<file path="config.mk">
export PLATFORM = sky130hd
export DESIGN_NAME = cxr_channel
export DESIGN_NICKNAME = d
export VERILOG_FILES = /design/src/rtl/core/cxr_pkg.sv /design/src/rtl/core/cxr_channel.sv
export SDC_FILE = /design/constraint.sdc
export NUM_CORES = 2
export LEC_CHECK = 0
export ABC_CLOCK_PERIOD_IN_PS = 8300
export BUFFER_PORTS_ARGS = -buffer_cell sky130_fd_sc_hd__buf_4
export CAP_MARGIN = 15
export CELL_PAD_IN_SITES_DETAIL_PLACEMENT = 1
export CELL_PAD_IN_SITES_GLOBAL_PLACEMENT = 2
export CORE_MARGIN = 1.5
export CORE_UTILIZATION = 45
export DETAILED_ROUTE_END_ITERATION = 6
export GPL_TIMING_DRIVEN = 0
export PLACE_DENSITY_LB_ADDON = 0.1
export SETUP_SLACK_MARGIN = 0.05
export SLEW_MARGIN = 20
export SYNTH_ARGS = -nofsm -noshare
export SYNTH_HDL_FRONTEND = slang
export SYNTH_SLANG_ARGS = --single-unit
</file>
<file path="constraint.sdc">
create_clock -name clk -period 8.3 [get_ports clk]
set_input_delay 1.66 -clock clk [delete_from_list [all_inputs] [get_ports clk]]
set_output_delay 1.66 -clock clk [all_outputs]
set_load 0.02 [all_outputs]
</file>
<file path="src/rtl/core/cxr_pkg.sv">
// ----------------------------------------------------------------------------
// cxr_pkg
// Shared types, constants and coefficient helpers for the CIE xy to RGB
// converter.
// ----------------------------------------------------------------------------
package cxr_pkg;

  localparam int     CXR_COEF_FRAC_BITS = 20;
  localparam int     CXR_STAGES         = 12;
  localparam int     CXR_DIV_STAGES     = 8;
  localparam longint MICRO_SCALE        = 1000000;

  typedef struct packed {
    logic [15:0] x_coord;
    logic [15:0] y_coord;
  } cxr_req_t;

  typedef struct packed {
    logic       valid_res;
    logic [7:0] red;
    logic [7:0] green;
    logic [7:0] blue;
  } cxr_res_t;

  // srgb (d65) matrix in millionths, rows red/green/blue, columns x/y/z
  function automatic longint cxr_coef_micro(int row, int col);
    longint val;
    case (row * 3 + col)
      0:       val = 3240479;
      1:       val = -1537150;
      2:       val = -498535;
      3:       val = -969256;
      4:       val = 1875992;
      5:       val = 41556;
      6:       val = 55648;
      7:       val = -204043;
      8:       val = 1057311;
      default: val = 0;
    endcase
    return val;
  endfunction

  // round to nearest, half away from zero
  function automatic longint cxr_coef(int row, int col, int frac_bits);
    longint micro;
    longint mag;
    longint q;
    micro = cxr_coef_micro(row, col);
    mag   = (micro < 0) ? -micro : micro;
    q     = ((mag << frac_bits) + MICRO_SCALE / 2) / MICRO_SCALE;
    return (micro < 0) ? -q : q;
  endfunction

endpackage

</file>
<file path="src/rtl/core/cxr_channel.sv">
// ----------------------------------------------------------------------------
// cxr_channel
// One color channel: matrix row products, sum, range check and an eight
// stage restoring divider giving the rounded 8-bit level.
// ----------------------------------------------------------------------------
module cxr_channel #(
  parameter int FracBits = cxr_pkg::CXR_COEF_FRAC_BITS,
  parameter int Row      = 0
) (
  input  logic                           clk,
  input  logic [cxr_pkg::CXR_STAGES-1:1] en,
  input  logic [15:0]                    x_coord,
  input  logic [15:0]                    y_coord,
  input  logic [15:0]                    z_coord,
  output logic [7:0]                     level
);
  import cxr_pkg::*;

  localparam int CoefW   = FracBits + 3;
  localparam int PW      = FracBits + 20;
  localparam int NW      = FracBits + 22;
  localparam int DW      = FracBits + 16;
  localparam int MW      = DW + 9;
  localparam int DivBase = CXR_STAGES - CXR_DIV_STAGES;

  localparam logic signed [CoefW-1:0] CoefX = CoefW'(cxr_coef(Row, 0, FracBits));
  localparam logic signed [CoefW-1:0] CoefY = CoefW'(cxr_coef(Row, 1, FracBits));
  localparam logic signed [CoefW-1:0] CoefZ = CoefW'(cxr_coef(Row, 2, FracBits));

  typedef struct packed {
    logic neg;
    logic sat;
  } ch_flags_t;

  logic signed [16:0]   xs;
  logic signed [16:0]   ys;
  logic signed [16:0]   zs;
  logic signed [PW-1:0] px;
  logic signed [PW-1:0] py;
  logic signed [PW-1:0] pz;
  logic [15:0]          y1;
  logic signed [NW-1:0] n2;
  logic [DW-1:0]        d2;
  logic                 pos;
  logic                 neg;
  logic                 sat;
  logic [MW-1:0]        nlo;
  logic [MW-1:0]        m;

  logic [MW-1:0]  rem [0:CXR_DIV_STAGES-1];
  logic [DW-1:0]  den [0:CXR_DIV_STAGES-1];
  logic [7:0]     q   [0:CXR_DIV_STAGES-1];
  ch_flags_t      flg [0:CXR_DIV_STAGES-1];

  assign xs = $signed({1'b0, x_coord});
  assign ys = $signed({1'b0, y_coord});
  assign zs = $signed({1'b0, z_coord});

  // products
  always_ff @(posedge clk) begin
    if (en[1]) begin
      px <= PW'(CoefX) * PW'(xs);
      py <= PW'(CoefY) * PW'(ys);
      pz <= PW'(CoefZ) * PW'(zs);
      y1 <= y_coord;
    end
  end

  // numerator and denominator
  always_ff @(posedge clk) begin
    if (en[2]) begin
      n2 <= NW'(px) + NW'(py) + NW'(pz);
      d2 <= {y1, {FracBits{1'b0}}};
    end
  end

  // range check and scaled dividend 510*n + d
  always_comb begin
    pos = !n2[NW-1] && (n2 != '0);
    neg = !pos;
    sat = pos && ($unsigned(n2) >= NW'(d2));
    nlo = MW'(n2[DW-1:0]);
    m   = (nlo << 9) - (nlo << 1) + MW'(d2);
  end

  always_ff @(posedge clk) begin
    if (en[3]) begin
      rem[0]     <= m;
      den[0]     <= d2;
      q[0]       <= '0;
      flg[0].neg <= neg;
      flg[0].sat <= sat;
    end
  end

  // one quotient bit per stage against divisor 2*d
  for (genvar k = 0; k < CXR_DIV_STAGES; k++) begin : g_div
    localparam int Bit = CXR_DIV_STAGES - 1 - k;
    logic [MW-1:0] trial;
    logic          take;
    logic [7:0]    q_next;

    assign trial  = MW'({den[k], 1'b0}) << Bit;
    assign take   = rem[k] >= trial;
    assign q_next = q[k] | ({7'b0, take} << Bit);

    if (k < CXR_DIV_STAGES - 1) begin : g_mid
      always_ff @(posedge clk) begin
        if (en[DivBase + k]) begin
          rem[k+1] <= take ? (rem[k] - trial) : rem[k];
          den[k+1] <= den[k];
          flg[k+1] <= flg[k];
          q[k+1]   <= q_next;
        end
      end
    end else begin : g_last
      always_ff @(posedge clk) begin
        if (en[DivBase + k]) begin
          if (flg[k].neg) begin
            level <= 8'h00;
          end else if (flg[k].sat) begin
            level <= 8'hFF;
          end else begin
            level <= q_next;
          end
        end
      end
    end
  end

endmodule

</file>
---- Yosys cells after proc, flatten, opt, wreduce, memory -nomap -nowiden ----
Memory sizes are Yosys's and may differ from the RTL's.
Index checks and enable logic that the tools add are counted.
cells by class
  multiplexer cells ....................... 24
  multipliers ............................. 3
  bitwise logic cells ..................... 8
  reductions and logical operators ........ 5
  $add $sub $neg .......................... 11
  order comparisons ....................... 9
operators with widths
  cell                    number
  $mux 45                 7
  $add 45x36->45          1
  $ge 45x37->1            1
  $ge 45x38->1            1
  $ge 45x39->1            1
  $ge 45x40->1            1
  $ge 45x41->1            1
  $ge 45x42->1            1
  $ge 45x43->1            1
  $ge 45x44->1            1
  $sub 45x37->45          1
  $sub 45x38->45          1
  $sub 45x39->45          1
  $sub 45x40->45          1
  $sub 45x41->45          1
  $sub 45x42->45          1
  $sub 45x43->45          1
  $sub 45x44->45          1
  $ge 42x36->1            1
  $reduce_bool 42->1      1
  $add 40x37->41          1
  $add 39x39->40          1
  $mul 22x17->39 const A  1
  $mul 22x16->38 const A  1
  other kinds (13)        30
storage, ports and cells
  output and inout port bits .............. 8
  memories kept ........................... 4
  bits in writable memories ............... 728
  register bits after elaboration ......... 187
  logic and storage cells ................. 71
  bits of input ports ..................... 60
memories
  memory  depth  width  read ports  clocked after memory_dff  write ports  RTL line           text
  rem     8      45     8           0                         8            cxr_channel.sv:50  logic [MW-1:0] rem [0:CXR_DIV_STAGES-1];
  den     8      36     8           0                         8            cxr_channel.sv:51  logic [DW-1:0] den [0:CXR_DIV_STAGES-1];
  q       8      8      8           0                         8            cxr_channel.sv:52  logic [7:0] q [0:CXR_DIV_STAGES-1];
  flg     8      2      8           0                         8            cxr_channel.sv:53  ch_flags_t flg [0:CXR_DIV_STAGES-1];

---- Depth between registers and ports, before layout ----
An unclocked memory read counts as a cell.
  depth after elaboration ................. 4
  depth in mapped cells ................... 25

---- Worst setup path before layout ----
Ideal clock, no wire load.
  path type ............................... in2reg
  start point ............................. input y_coord[8]
  end point ............................... register py[37], data pin
  library setup time ...................... 258 ps
  data arrival time ....................... 7381 ps
  slack ................................... 662 ps
  cell stages on the path ................. 22
  required time ........................... 8042 ps
  cell sequence ........................... inv_1 -> fa_1 -> inv_1 -> fa_1 -> fa_1 -> fa_1 -> fa_1 -> inv_1 -> fa_1 -> inv_1 -> ha_1 -> a21o_1 -> a21o_1 -> a21o_1 -> a22oi_1 -> nand4b_1 -> a221oi_1 -> o21ba_2 -> o21ai_1 -> a21o_1 -> a21oi_1 -> xnor2_1
between the ends
  cells in the longest elaborated chain, start to end .. 1
ends and longest elaborated chain
  item                    RTL line           text
  start: declaration      cxr_channel.sv:13  input logic [15:0] y_coord,
  $mul 22x17->39          cxr_channel.sv:63  py <= PW'(CoefY) * PW'(ys);
  end signal: assignment  cxr_channel.sv:63
  end: declaration        cxr_channel.sv:39  logic signed [PW-1:0] py;
No other way between the ends.
A chain may end at the register's enable or synchronous reset.

---- Final worst setup path ----
Ends and elaborated chain as after synthesis.

==> impl_metrics.json <==
{
  "status": "complete, no violations",
  "io_pins": 68,
  "rsz0062_at_grt": "false",
  "fin_setup_tns_ns": 0,
  "start_kind": "input pin",
  "worstPathArrival_ns": 8.38,
  "layout-drive-gt1-share": 0.0519,
  "synth-xor-area-share": 0.0471,
  "synth_top_area_share": 0.437,
  "synthAdderAreaFrac": 0.281,
  "critPathRequiredTime_ns": 8.68,
  "chipWidth_um": 332,
  "antenna_found_initial": 0,
  "postCtsSetupBuffers": 0,
  "cp-end-kind": "flop",
  "wl_um": 119000,
  "nFillCells": 11200,
  "rows": 120,
  "grt_pass1_wl_um": 187000,
  "avgSynthCellArea_um2": 11.9,
  "synth_top_family_by_area": "adder cells",
  "yosys.area_share.simple": 0.0743,
  "critical-path-slowest-cell": "fa_1",
  "crit_path_cell_trace": "buf_4 -> inv_1 -> fa_1 -> inv_1 -> fa_1 -> fa_1 -> fa_1 -> fa_1 -> inv_1 -> fa_1 -> inv_1 -> ha_1 -> a21o_1 -> a21o_1 -> a21o_1 -> a22oi_1 -> nand4b_1 -> a221oi_1 -> o21ba_2 -> o21ai_1 -> a21o_1 -> a21oi_1 -> xnor2_1",
  "cpPeakStageDelay_ns": 0.71,
  "clkLatencyLatePin_ns": 0.66,
  "cts_buffer_depth": 3,
  "die_y_um": 332,
  "synth_ff_type": "edfxtp_1",
  "drv_slew": 0,
  "worst-path-buf-inv": 5,
  "antenna_left": 0,
  "worstPathMaxFanout": 7,
  "postSynthCellCount": 4100,
  "design.core.area_um2": 107000,
  "cts_root_buf": "clkbuf_16",
  "num_vias": 30100,
  "dr.first_iter.drc_count": 1062,
  "crit_type": "input pin to flop",
  "cts_tree": "yes",
  "syn_area_um2": 48700,
  "cts.sinks": 708,
  "area_growth_pct": 10.1,
  "seq_area_um2": 21300,
  "crit_family": "adder cells",
  "setup-violations-final": 0,
  "synth_edf_count": 708,
  "relSlewSlack": 0.342,
  "synth.distinct_cells": 83,
  "cap_viol_max_count": 0,
  "multiInputGateArea_um2": 24600,
  "synth.most_common_cell": "inv_1",
  "vias_per_cell": 5.26,
  "worstMarginPinSlew_ns": 0.987,
  "start_util": 0.454,
  "diodes": 0,
  "fmax_mhz": 125,
  "routabilityCongestion": 0.840,
  "synthArstFlopShare": 0,
  "htreeDepth": 3,
  "finalHoldViolCount": 0,
  "synth_compound_area_frac": 0.0935,
  "crit_path_frequent_cell": "fa_1",
  "drc": 0,
  "yosys-top-cells-area": "edfxtp_1, ha_1, fa_1, inv_1, xnor2_1",
  "r2r_setup_slack_ns": 3.74,
  "cts_made_buffers": 81,
  "min_path_type": "flop to flop",
  "firstDrtPassIters": 5,
  "syn-num-nets": 5059,
  "yosysSeqAreaShare": 0.437,
  "synth.mux.area_fraction": 0.00773,
  "grt_pass1_vias": 33300,
  "period_minus_slack_ns": 8.01,
  "fin_skew_ns": 0.0345,
  "period_share": 0.965,
  "nNetsFinal": 5212,
  "wl_per_cell_um": 20.9,
  "dieArea_um2": 110000,
  "overflow": 0,
  "ctsResizeCount": 0,
  "postSynthRegisterBits": 708,
  "synth_common_cells": "inv_1, edfxtp_1, ha_1",
  "yosysWarnings": 0,
  "grt_usage": 0.220,
  "synth_top_area_cell": "edfxtp_1",
  "clk_pin_slew_worst_paths_ns": 0.06,
  "grt_max_degree": 86,
  "port_buffers": 67,
  "cts.hold.buffers_added": 0,
  "hpwl_um": 99500
}
## final timing paths
check,startpoint,end,cells past startpoint
worst max-delay path,y_coord[8],py[37],23
worst min-delay path,q[1][18],q[1][26],0
worst max register to register,den[1][56],rem[1][124],14
worst min register to register,q[1][18],q[1][26],0
## sequential cells by signal, summed over array words and instances (netlist names)
name   flops
den      128
flg       16
q         28
px        38
pz        28
n2        41
level      8
py        39
y1        14
rem      352
d2        16
## metrics by stage
step	instance area, um^2	hold WS (ns)	setup WS, ns	util	instances
6_report	53600	0.415	0.294	0.500	5719
5_1_grt	53600	0.418	0.0716	0.500	5719
4_1_cts	53600	0.413	0.329	0.500	5719
3_5_place_dp	51000	0.405	-0.341	0.476	5573
3_3_place_gp	51000	0.401	-0.280	0.475	5570
2_1_floorplan	48700	0.400	0.662	-	4100
## cell type report
cell class              count  area share
plain buffers              26     0.00189
clock buffers             103      0.0394
clock inverters            43     0.00875
inverters                 744      0.0521
multi-input cells        2622       0.458
flip-flops and latches    708       0.397
well taps                1403      0.0328
repair buffers             70      0.0102
## layer usage
layer | up-vias | wire length, um | GRT usage
met5 | - | 0 | 0
met4 | 0 | 3770 | 0.0694
li1 | 14600 | - | -
met2 | 276 | 68000 | 0.444
met3 | 168 | 2020 | 0.0224
met1 | 15100 | 45500 | 0.237
## placed cells by master, fill, tap and decap left out, types with 13 or more instances in the layout
| cell type | n |
|---|---|
| or3_1 | 13 |
| a21o_1 | 123 |
| o21ai_1 | 60 |
| a31oi_1 | 20 |
| clkinv_2 | 16 |
| or4_1 | 18 |
| mux2_1 | 22 |
| xnor2_1 | 176 |
| nor2b_1 | 40 |
| edfxtp_1 | 708 |
| nor4_1 | 52 |
| clkbuf_1 | 44 |
| fa_1 | 327 |
| o31ai_1 | 14 |
| nand3_1 | 38 |
| nor3_1 | 45 |
| nand4_1 | 38 |
| and3_1 | 20 |
| a21oi_1 | 248 |
| ha_1 | 572 |
| buf_4 | 66 |
| inv_1 | 741 |
| clkbuf_16 | 81 |
| o21a_1 | 29 |
| xor2_1 | 86 |
| nor2_1 | 200 |
| a211oi_1 | 19 |
| nand2_1 | 141 |
| o21bai_1 | 33 |
| nand2b_1 | 35 |
| o21ai_0 | 82 |
## kinds of logic after synthesis
group | count (synthesis)
flops | 708
xor+xnor | 262
buf+inv | 770
mux | 34
compound gates | 718
simple gates | 709
fa+ha+maj | 899
Power is left out: the tool's default activity adds up to more than one toggle a clock period on the data nets, which glitch-free logic cannot reach.
